==> config.mk <==
export PLATFORM = sky130hd
export DESIGN_NAME = gyro_bias_calibrate_yaw_integrate
export DESIGN_NICKNAME = d
export VERILOG_FILES = /design/src/hdl/gbcy_pkg.sv /design/src/hdl/gyro_bias_calibrate_yaw_integrate.sv /design/src/hdl/gbcy_axis_lane.sv /design/src/hdl/gbcy_yaw_merge.sv
export SDC_FILE = /design/constraint.sdc
export NUM_CORES = 2
export LEC_CHECK = 0
export BUFFER_PORTS_ARGS = -buffer_cell sky130_fd_sc_hd__clkbuf_2
export CORE_UTILIZATION = 48
export DETAILED_ROUTE_END_ITERATION = 8
export SLEW_MARGIN = 20
export SYNTH_ARGS = -nofsm -noshare
export SYNTH_HDL_FRONTEND = slang
export SYNTH_SLANG_ARGS = --single-unit
==> constraint.sdc <==
create_clock -name clk -period 10.3 [get_ports clk]
set_clock_uncertainty 0.15 [all_clocks]
set_input_delay 0.515 -clock clk [delete_from_list [all_inputs] [get_ports clk]]
set_output_delay 0.515 -clock clk [all_outputs]
set_load 0.03 [all_outputs]
==> src/hdl/gbcy_pkg.sv <==
`default_nettype none
package gbcy_pkg;

  localparam int unsigned CAL_SAMPLES = 256;
  localparam int unsigned CAL_LOG2    = $clog2(CAL_SAMPLES);
  localparam int unsigned CNT_W       = 13;

  localparam int unsigned SAMPLE_W = 16;
  localparam int unsigned BIAS_W   = 24;
  localparam int unsigned SUM_W    = 28;
  localparam int unsigned RATE_W   = 25;
  localparam int unsigned YAW_W    = 56;
  localparam int unsigned DB_W     = 15;
  localparam int unsigned GAIN_W   = 16;
  localparam int unsigned PROD_W   = RATE_W + GAIN_W + 1;
  localparam int unsigned DELTA_W  = PROD_W - 8;

  localparam int unsigned CFG_IDX_W  = 4;
  localparam int unsigned CFG_DATA_W = 16;

  localparam logic [CFG_IDX_W-1:0] REG_DEADBAND = 4'd0;
  localparam logic [CFG_IDX_W-1:0] REG_YAW_GAIN = 4'd1;

  localparam logic [DB_W-1:0]   DEADBAND_RST = 15'd10;
  localparam logic [GAIN_W-1:0] YAW_GAIN_RST = 16'd5866;

  localparam int unsigned IN_DATA_W  = 48;
  localparam int unsigned OUT_DATA_W = 136;

  typedef struct packed {
    logic load;
    logic cal_active;
    logic cal_done;
  } lane_ctl_t;

  typedef struct packed {
    logic b_load;
    logic c_load;
  } merge_ctl_t;

endpackage
`default_nettype wire

==> src/hdl/gyro_bias_calibrate_yaw_integrate.sv <==
// Gyro bias calibration and yaw integration.
// Input stream (s_*): one three-axis raw gyro sample per beat, tdata holds
// x, y, z as signed 16-bit values. Output stream (m_*): one result per input
// beat with corrected rates (8 fractional bits), the integrated yaw in
// 2^-24 degree units and a calibrated flag in tuser.
// Configuration channel (cfg_*): index 0 writes the z deadband, index 1 the
// yaw gain; other indexes are dropped. cfg_ready is always high. Write only
// while no sample is in flight.
// Three axis lanes correct and average the sample in the cycle it is taken;
// a merge stage applies the deadband, multiplies by the gain and updates the
// yaw accumulator. Each result passes the lane registers, stage B and stage C,
// and one sample is taken every cycle as long as the output is drained.
// Reset clears the bias, the sums and the yaw and restarts calibration; the
// first 256 samples are averaged into the bias, which applies from the next
// sample on.
// When m_tready is low the result is held and the three pipeline stages
// fill up before s_tready drops.
`default_nettype none
module gyro_bias_calibrate_yaw_integrate (
  input  wire logic                                clk,
  input  wire logic                                rst,
  input  wire logic                                s_tvalid,
  output logic                                     s_tready,
  // rate_x_sample[15:0], rate_y_sample[31:16], rate_z_sample[47:32]
  input  wire logic [gbcy_pkg::IN_DATA_W-1:0]      s_tdata,
  output logic                                     m_tvalid,
  input  wire logic                                m_tready,
  // yaw_angle[55:0], rate_x_corrected[80:56], rate_y_corrected[105:81],
  // rate_z_corrected[130:106], zero pad [135:131]
  output logic [gbcy_pkg::OUT_DATA_W-1:0]          m_tdata,
  // calibrated[0]
  output logic                                     m_tuser,
  input  wire logic                                cfg_valid,
  output logic                                     cfg_ready,
  input  wire logic [gbcy_pkg::CFG_IDX_W-1:0]      cfg_index,
  input  wire logic [gbcy_pkg::CFG_DATA_W-1:0]     cfg_data
);

  logic [gbcy_pkg::DB_W-1:0]   deadband;
  logic [gbcy_pkg::GAIN_W-1:0] yaw_gain;

  logic                        a_valid, b_valid, c_valid;
  logic                        a_ready, b_ready, c_ready;
  logic                        a_load;
  logic [gbcy_pkg::CNT_W-1:0]  sample_count;
  logic [gbcy_pkg::CNT_W-1:0]  sample_count_next;
  logic                        calibrating;
  logic                        cal_a, cal_b, cal_c;

  gbcy_pkg::lane_ctl_t         lane_ctl;
  gbcy_pkg::merge_ctl_t        merge_ctl;

  logic signed [gbcy_pkg::RATE_W-1:0] corr_x, corr_y, corr_z;
  logic signed [gbcy_pkg::RATE_W-1:0] corr_x_b, corr_y_b;
  logic signed [gbcy_pkg::RATE_W-1:0] corr_x_c, corr_y_c, corr_z_c;
  logic signed [gbcy_pkg::YAW_W-1:0]  yaw_angle;

  assign cfg_ready = 1'b1;

  always_ff @(posedge clk) begin
    if (rst) begin
      deadband <= gbcy_pkg::DEADBAND_RST;
      yaw_gain <= gbcy_pkg::YAW_GAIN_RST;
    end else if (cfg_valid) begin
      unique case (cfg_index)
        gbcy_pkg::REG_DEADBAND: deadband <= cfg_data[gbcy_pkg::DB_W-1:0];
        gbcy_pkg::REG_YAW_GAIN: yaw_gain <= cfg_data[gbcy_pkg::GAIN_W-1:0];
        default: ;
      endcase
    end
  end

  // pipeline handshake: each stage advances when the one after it has room
  assign c_ready  = !c_valid || m_tready;
  assign b_ready  = !b_valid || c_ready;
  assign a_ready  = !a_valid || b_ready;
  assign s_tready = a_ready;
  assign a_load   = s_tvalid && a_ready;

  assign merge_ctl.b_load = a_valid && b_ready;
  assign merge_ctl.c_load = b_valid && c_ready;

  always_ff @(posedge clk) begin
    if (rst) begin
      a_valid <= 1'b0;
      b_valid <= 1'b0;
      c_valid <= 1'b0;
    end else begin
      if (a_load) begin
        a_valid <= 1'b1;
      end else if (merge_ctl.b_load) begin
        a_valid <= 1'b0;
      end
      if (merge_ctl.b_load) begin
        b_valid <= 1'b1;
      end else if (merge_ctl.c_load) begin
        b_valid <= 1'b0;
      end
      if (merge_ctl.c_load) begin
        c_valid <= 1'b1;
      end else if (m_tready) begin
        c_valid <= 1'b0;
      end
    end
  end

  assign sample_count_next = sample_count + gbcy_pkg::CNT_W'(1);

  assign lane_ctl.load       = a_load;
  assign lane_ctl.cal_active = calibrating;
  assign lane_ctl.cal_done   = calibrating &&
                               (sample_count_next >= gbcy_pkg::CNT_W'(gbcy_pkg::CAL_SAMPLES));

  always_ff @(posedge clk) begin
    if (rst) begin
      sample_count <= '0;
      calibrating  <= 1'b1;
    end else if (a_load && calibrating) begin
      sample_count <= sample_count_next;
      if (lane_ctl.cal_done) begin
        calibrating <= 1'b0;
      end
    end
  end

  always_ff @(posedge clk) begin
    if (a_load) begin
      cal_a <= !calibrating || lane_ctl.cal_done;
    end
    if (merge_ctl.b_load) begin
      corr_x_b <= corr_x;
      corr_y_b <= corr_y;
      cal_b    <= cal_a;
    end
    if (merge_ctl.c_load) begin
      corr_x_c <= corr_x_b;
      corr_y_c <= corr_y_b;
      cal_c    <= cal_b;
    end
  end

  gbcy_axis_lane u_lane_x (
    .clk       (clk),
    .rst       (rst),
    .ctl       (lane_ctl),
    .sample    (s_tdata[15:0]),
    .corrected (corr_x)
  );

  gbcy_axis_lane u_lane_y (
    .clk       (clk),
    .rst       (rst),
    .ctl       (lane_ctl),
    .sample    (s_tdata[31:16]),
    .corrected (corr_y)
  );

  gbcy_axis_lane u_lane_z (
    .clk       (clk),
    .rst       (rst),
    .ctl       (lane_ctl),
    .sample    (s_tdata[47:32]),
    .corrected (corr_z)
  );

  gbcy_yaw_merge u_merge (
    .clk        (clk),
    .rst        (rst),
    .ctl        (merge_ctl),
    .deadband   (deadband),
    .yaw_gain   (yaw_gain),
    .rate_z     (corr_z),
    .rate_z_out (corr_z_c),
    .yaw_angle  (yaw_angle)
  );

  assign m_tvalid = c_valid;
  assign m_tdata  = {5'b0, corr_z_c, corr_y_c, corr_x_c, yaw_angle};
  assign m_tuser  = cal_c;

`ifndef SYNTHESIS
  a_cal_sticky: assert property (@(posedge clk) disable iff (rst)
    !calibrating |=> !calibrating)
    else $error("calibration restarted without reset");

  a_count_bound: assert property (@(posedge clk) disable iff (rst)
    sample_count <= gbcy_pkg::CNT_W'(gbcy_pkg::CAL_SAMPLES))
    else $error("sample count ran past calibration length");

  a_cal_end: assert property (@(posedge clk) disable iff (rst)
    !calibrating |-> sample_count == gbcy_pkg::CNT_W'(gbcy_pkg::CAL_SAMPLES))
    else $error("calibration ended at wrong count");

  a_out_flag: assert property (@(posedge clk) disable iff (rst)
    (m_tvalid && m_tuser && m_tready) |-> !calibrating)
    else $error("calibrated flag leaves while still calibrating");
`endif

endmodule
`default_nettype wire

==> src/hdl/gbcy_axis_lane.sv <==
`default_nettype none
module gbcy_axis_lane (
  input  wire logic                                  clk,
  input  wire logic                                  rst,
  input  wire gbcy_pkg::lane_ctl_t                   ctl,
  input  wire logic signed [gbcy_pkg::SAMPLE_W-1:0]  sample,
  output logic signed [gbcy_pkg::RATE_W-1:0]         corrected
);

  localparam int unsigned WIDE_W = gbcy_pkg::SUM_W + 8;

  logic signed [gbcy_pkg::BIAS_W-1:0] bias;
  logic signed [gbcy_pkg::SUM_W-1:0]  sum;
  logic signed [gbcy_pkg::SUM_W-1:0]  sum_next;
  logic signed [WIDE_W-1:0]           avg_wide;
  logic signed [gbcy_pkg::RATE_W-1:0] scaled;

  assign sum_next = sum + gbcy_pkg::SUM_W'(sample);
  // floor(sum * 256 / N) with N a power of two
  assign avg_wide = $signed({sum_next, 8'b0}) >>> gbcy_pkg::CAL_LOG2;
  assign scaled   = $signed({sample[gbcy_pkg::SAMPLE_W-1], sample, 8'b0});

  always_ff @(posedge clk) begin
    if (rst) begin
      sum  <= '0;
      bias <= '0;
    end else if (ctl.load && ctl.cal_active) begin
      sum <= sum_next;
      if (ctl.cal_done) begin
        bias <= avg_wide[gbcy_pkg::BIAS_W-1:0];
      end
    end
  end

  // correction uses the bias in force before this beat
  always_ff @(posedge clk) begin
    if (ctl.load) begin
      corrected <= scaled - gbcy_pkg::RATE_W'(bias);
    end
  end

endmodule
`default_nettype wire

==> src/hdl/gbcy_yaw_merge.sv <==
`default_nettype none
module gbcy_yaw_merge (
  input  wire logic                                 clk,
  input  wire logic                                 rst,
  input  wire gbcy_pkg::merge_ctl_t                 ctl,
  input  wire logic [gbcy_pkg::DB_W-1:0]            deadband,
  input  wire logic [gbcy_pkg::GAIN_W-1:0]          yaw_gain,
  input  wire logic signed [gbcy_pkg::RATE_W-1:0]   rate_z,
  output logic signed [gbcy_pkg::RATE_W-1:0]        rate_z_out,
  output logic signed [gbcy_pkg::YAW_W-1:0]         yaw_angle
);

  logic signed [gbcy_pkg::RATE_W-1:0]  thr_pos;
  logic signed [gbcy_pkg::RATE_W-1:0]  thr_neg;
  logic                                in_band;
  logic signed [gbcy_pkg::PROD_W-1:0]  prod;
  logic signed [gbcy_pkg::DELTA_W-1:0] delta;
  logic signed [gbcy_pkg::RATE_W-1:0]  rate_z_b;
  logic signed [gbcy_pkg::YAW_W-1:0]   yaw_next;

  assign thr_pos = $signed({2'b00, deadband, 8'b0});
  assign thr_neg = -thr_pos;
  assign in_band = (rate_z >= thr_pos) || (rate_z <= thr_neg);
  assign prod    = rate_z * $signed({1'b0, yaw_gain});

  // stage B: deadband and scale, arithmetic shift gives floor
  always_ff @(posedge clk) begin
    if (ctl.b_load) begin
      delta    <= in_band ? gbcy_pkg::DELTA_W'(prod >>> 8) : '0;
      rate_z_b <= in_band ? rate_z : '0;
    end
  end

  assign yaw_next = yaw_angle - gbcy_pkg::YAW_W'(delta);

  always_ff @(posedge clk) begin
    if (rst) begin
      yaw_angle <= '0;
    end else if (ctl.c_load) begin
      yaw_angle <= yaw_next;
    end
  end

  always_ff @(posedge clk) begin
    if (ctl.c_load) begin
      rate_z_out <= rate_z_b;
    end
  end

endmodule
`default_nettype wire
After elaboration in Yosys (flattened, before gate mapping)
Cells that the tools add are included.
{"block": "word_totals", "out_inout_bits": 140, "elab_cells": 68, "regBits": 522}
{"block": "classes", "n_eq_ne": 1, "n_reduce_logical": 21, "addsub": 9, "mul": 1, "magnitude_cmp": 3, "n_mux": 6}
{"op": "28-bit by 16-bit adder with 28-bit output", "count": 3}
{"op": "24-bit by 24-bit subtractor with 25-bit output", "count": 3}
{"op": "56-bit by 34-bit subtractor with 56-bit output", "count": 1}
{"op": "25-bit by 17-bit multiplier with 42-bit output", "count": 1}
{"op": "25-bit by 24-bit >= comparator with 1-bit output", "count": 1}
{"op": "25-bit <= comparator", "count": 1}
{"op": "23-bit negator with 25-bit output", "count": 1}
{"op": "13-bit by 1-bit adder with 13-bit output, second input constant", "count": 1}
{"op": "13-bit by 9-bit >= comparator with 1-bit output, second input constant", "count": 1}
{"op": "1-bit two-way mux", "count": 6}
{"op": "2-bit AND reduction", "count": 3}
{"op": "2-bit nonzero test", "count": 3}
{"op": "1-bit logical AND", "count": 5}
{"op": "1-bit logical OR", "count": 5}
{"op": "4-bit by 1-bit equality test with 1-bit output, second input constant", "count": 1}
{"op": "1-bit logical NOT", "count": 4}
{"op": "4-bit logical NOT", "count": 1}

Logic depth before layout (Yosys ltp)
{"block": "depth", "depth_word": 7, "depth_mapped": 27}

Cells and area by module
A second synthesis with hierarchy kept.
{"block": "hier_totals", "hier_cells": 4465, "area_unflattened_um2": 41927.7}
{"mod": "gbcy_yaw_merge", "instances": 1, "cells_each": 2517, "area_per_inst_um2": 22943.3, "seq_area_each_um2": 3643.5}
{"mod": "gbcy_axis_lane (u_lane_y ...)", "instances": 2, "cells_each": 535, "area_per_inst_um2": 4604.4, "seq_area_each_um2": 1711.6}
{"mod": "gyro_bias_calibrate_yaw_integrate", "instances": 1, "cells_each": 341, "area_per_inst_um2": 5173.7, "seq_area_each_um2": 4053.9}
{"mod": "gbcy_axis_lane (u_lane_x)", "instances": 1, "cells_each": 537, "area_per_inst_um2": 4601.9, "seq_area_each_um2": 1711.6}

Worst setup path after synthesis
No wires, ideal clock.
{"block": "synth_path", "path_type": "register to register", "startpoint": "register c_valid (netlist: m_tvalid)", "endpoint": "register cal_b (enable)", "setup_slack_ps": 821, "arrival_time_ps": 8582, "setup_time_ps": 747, "required_time_ps": 9403, "path_stages_with_launch": 3, "cell_sequence": "dfxtp_1 -> nor2b_1 -> a21boi_0"}
{"item": "start, declared", "line_no": "gyro_bias_calibrate_yaw_integrate.sv:42", "source": "logic a_valid, b_valid, c_valid;"}
{"item": "start signal, assigned", "line_no": "gyro_bias_calibrate_yaw_integrate.sv:87", "source": "c_valid <= 1'b0;"}
{"item": "start signal, assigned", "line_no": "gyro_bias_calibrate_yaw_integrate.sv:100", "source": "c_valid <= 1'b1;"}
{"item": "start signal, assigned", "line_no": "gyro_bias_calibrate_yaw_integrate.sv:102", "source": "c_valid <= 1'b0;"}
{"item": "end signal, assigned", "line_no": "gyro_bias_calibrate_yaw_integrate.sv:133", "source": "cal_b <= cal_a;"}
{"item": "end, declared", "line_no": "gyro_bias_calibrate_yaw_integrate.sv:48", "source": "logic cal_a, cal_b, cal_c;"}

Worst setup path in the final report
{"block": "layout_path", "startpoint": "register u_lane_z.corrected[24] in the netlist's numbering", "endpoint": "register u_merge.delta[33] in the netlist's numbering, data pin"}
{"block": "layout_between", "elab_chain_len": 2, "elab_cells_between_ends": 4, "classes_between": "mul (1); order compare (2); reduce/logical (1)"}
{"item": "start, declared", "line_no": "gbcy_axis_lane.sv:7", "source": "output logic signed [gbcy_pkg::RATE_W-1:0] corrected"}
{"item": "start signal, assigned", "line_no": "gbcy_axis_lane.sv:38", "source": "corrected <= scaled - gbcy_pkg::RATE_W'(bias);"}
{"item": "branches (longest 2 deep; another with 25-bit by 17-bit multiplier with 42-bit output)"}
{"item": "end signal, assigned", "line_no": "gbcy_yaw_merge.sv:29", "source": "delta <= in_band ? gbcy_pkg::DELTA_W'(prod >>> 8) : '0;"}
{"item": "end, declared", "line_no": "gbcy_yaw_merge.sv:17", "source": "logic signed [gbcy_pkg::DELTA_W-1:0] delta;"}
Parallel ways; which one is timed is not known.
A chain may end at the register's enable or synchronous reset.

==> impl_results.md <==
* NumNets Final at 5342
* GRT overflow at 0
* Post-CTS setup buffers at 0
* Placer Congestion at 0.877
* Synth area leaders: edfxtp_1 (19%), fa_1 (19%), dfxtp_1 (12%), ha_1 (9.4%), nand2_1 (6.0%)
* Initial Utilization at 48.4%
* Hold WC Path Type: in2reg
* Mapped Area at 0.0412 mm2
* Critical Path Sink Type: flip-flop
* Post-CTS Hold Buffers at 15
* Largest net degree at the start of global routing at 84
* Clock-pin slew on the worst setup and hold paths at 0.07 ns
* Sum of negative setup slack at 0 ns
* Tot Pwr at 0.0136 W
* Cell taking the most area after synthesis: edfxtp_1
* YS warnings at 0
* CP Data Required Time at 10.54 ns
* Sequential Power Share at 20.0%
* Post-synth top cells: nand2_1 (660), inv_1 (620), fa_1 (393)
* Asr flop ratio synth at 0%
* DP HPWL at 75900 um
* Clock latency on the worst-skew pair at 0.65 ns
* Slew margin rel. at 26.7%
* Cell with the most instances after synthesis: nand2_1
* Die span in y at 295 um
* Share of layout cells above drive strength 1 at 8.71%
* # Max-Cap Violations at 0
* Fin crit period at 7.35 ns
* Status: finished clean
* Clock Tree Buf Depth at 3
* PwrDens at 299 mW/mm2
* Post-synth EDFFs at 262
* Global-route wire length before repair at 166000 um
* Crit-path leading delay family: adder cells
* Initial drt markers at 1451
* CTS H-tree lvls at 2
* Slowest CP cell: fa_1
* Gr usage total at 24.0%
* Max VDD drop at 0.000455 V
* Vias in the first global route at 31200
* Number of CTS-inserted buffers at 59
* I/O pins at 213
* Crit path max fanout at 20
* Kind of critical path: reg2reg
* DIE AREA at 0.0871 mm2
* CTS tree: built
* Max Slew Vio Count at 0
* Ys flop type: edfxtp_1
* Clock sink count at 510
* CP arrival at 7.59 ns
* Die span in x at 295 um
* Total iterations of the first detailed-routing run at 5
* Synth-to-layout area growth at 10.3%
* Worst-Margin Slew at 1.10 ns
* Clock power share at 15.7%
* Cells resized by post-CTS repair at 0
* Layout filler cell count at 7959
* Avg Inst Size Synth at 9.34 um2
* Sw frac at 45.1%
* Post-synth top area share at 19.1%
* Residual DRC at 0
* Post-DR wirelength/cell at 17.7 um
* Most used cell along the critical path: fa_1
* Combinational share of power at 64.2%
* Final WL at 102000 um
* Register area share after synthesis at 31.1%
* Buf/Inv on CP at 3
* Cell Int Power at 0.00747 W
* Fmax at 0.136 GHz
* Critical path's largest stage delay at 0.88 ns
* #FFs+latches synth at 510
* Overall via count from detail_route at 30500
* IO Port Bufs at 206
* ANT nets after route at 0
* Clock root cell: clkbuf_16
* Cell leakage power at 20.2 nW
* Startpoint class of the critical path: flip-flop
* Finish-stage setup viols at 0
* Cell Chain, Critical Path: nand2_1, fa_1, inv_1, fa_1, fa_1, fa_1, fa_1, inv_1, fa_1, inv_1, ha_1, a21o_1, a21o_1, a21o_1, a21o_1, a21oi_1, o21ai_0, a221o_1, a31oi_1, xnor2_1, nor2_1
* Hold Fails Final Rpt at 0
* RSZ-0062 raised after global routing: no
* Crit share post-route at 71.4%
* Post-synth cell types at 99
* NetSw at 0.00614 W
* Cell Rows at 107
* Vias per cell at 5.30
* Syn Inst Count at 4414
* Initial antenna violation count at 6
* Total core area at 0.0851 mm2
[registers in the layout, indices dropped and copies added, names as in the netlist, 25 cells and up]
name / count
u_merge.yaw_angle: 56
u_merge.delta: 34
corr_x_b: 25
corr_x_c: 25
corr_y_b: 25
corr_y_c: 25
u_lane_x.corrected: 25
u_lane_y.corrected: 25
u_lane_z.corrected: 25
u_merge.rate_z_b: 25
u_merge.rate_z_out: 25
[cell usage in the layout, fill, tap and decap left out, drive strengths merged, types with 17 or more instances in the layout]
master / instances
nand2b: 21
buf: 39
o21a: 45
a31oi: 24
a211oi: 37
o21bai: 26
ha: 311
o21ai: 113
a21o: 75
xor2: 72
nor4: 17
nand4: 40
or3: 28
edfxtp: 262
and2: 170
inv: 627
xnor2: 140
fa: 393
dfxtp: 248
nor3: 63
nand2: 660
nor2: 198
clkbuf: 277
and3: 25
nor2b: 48
nand3: 63
clkinv: 23
a21oi: 345
[stage by stage]
| step | cell area (um2) | std cells | util (%) | worst slack [ns] | hold WS, ns |
|---|---|---|---|---|---|
| after global placement | 43300 | 5633 | 50.9 | 3.01 | 0.251 |
| after floorplan | 41200 | 4418 | - | 0.821 | 0.250 |
| after global routing | 45500 | 5759 | 53.4 | 2.43 | 0.0112 |
| after detailed placement | 43300 | 5633 | 50.9 | 2.90 | 0.255 |
| after CTS | 45500 | 5759 | 53.4 | 2.93 | 0.00395 |
| final | 45500 | 5762 | 53.4 | 2.95 | 0.0390 |
[metal layers]
layer / GRT usage (%) / vias to the layer above / part of all wire, %
met4: 7.08 / 6 / 2.8
li1: - / 14900 / -
met5: 0 / - / 0.044
met1: 31.5 / 14900 / 44
met2: 41.3 / 623 / 48
met3: 3.22 / 146 / 4.5
[final timing paths]
path | endpoint | slack [ns] | from | cells after the start
min reg2reg | u_merge.rate_z_out[6] | 0.25 | u_merge.rate_z_b[6] | 0
max | u_merge.delta[33] | 2.95 | u_lane_z.corrected[24] | 21
min | deadband[12] | 0.04 | cfg_data[12] | 3
max reg2reg | u_merge.delta[33] | 2.95 | u_lane_z.corrected[24] | 21
[power groups by stage]
stage / Sequential [W] / Clock, W / Combinational (W)
3_3_place_gp: 0.00277 / 0 / 0.00865
5_1_grt: 0.00275 / 0.00228 / 0.00995
6_report: 0.00273 / 0.00214 / 0.00874
2_1_floorplan: 0.00278 / 0 / 0.00673
4_1_cts: 0.00273 / 0.00220 / 0.00879
3_5_place_dp: 0.00277 / 0 / 0.00873
[final cells by class]
type | count | area [um2] | share of cell area [%]
Multi-Input combinational cell | 3111 | 25400 | 55.8
Timing Repair Buffer | 260 | 1480 | 3.26
Tap cell | 1144 | 1430 | 3.15
Clock inverter | 40 | 424 | 0.933
Antenna cell | 3 | 7.51 | 0.0165
Sequential cell | 510 | 12800 | 28.2
Clock buffer | 71 | 1550 | 3.42
Inverter | 623 | 2340 | 5.15
[cells by family (layout without fill, tap and decap cells)]
family / Yosys count / count (layout) / synth area share (%)
and+or+nand+nor: 1383 / 1383 / 15.6
buffers and inverters: 797 / 994 / 7.46
xor gates and xnor gates: 212 / 212 / 4.50
AOI/OAI and AO/OA: 796 / 796 / 12.5
adders and majority gates: 704 / 704 / 28.5
other: 2 / 9 / 0.0182
DFF: 510 / 510 / 31.1
muxes: 10 / 10 / 0.252
[tightest hold or removal path, cell delays in order]
cell and delay (ns):
clkbuf_2 0.12, nand2_1 0.07, a21oi_1 0.06
Note: power is estimated with default switching activity, not from simulation.
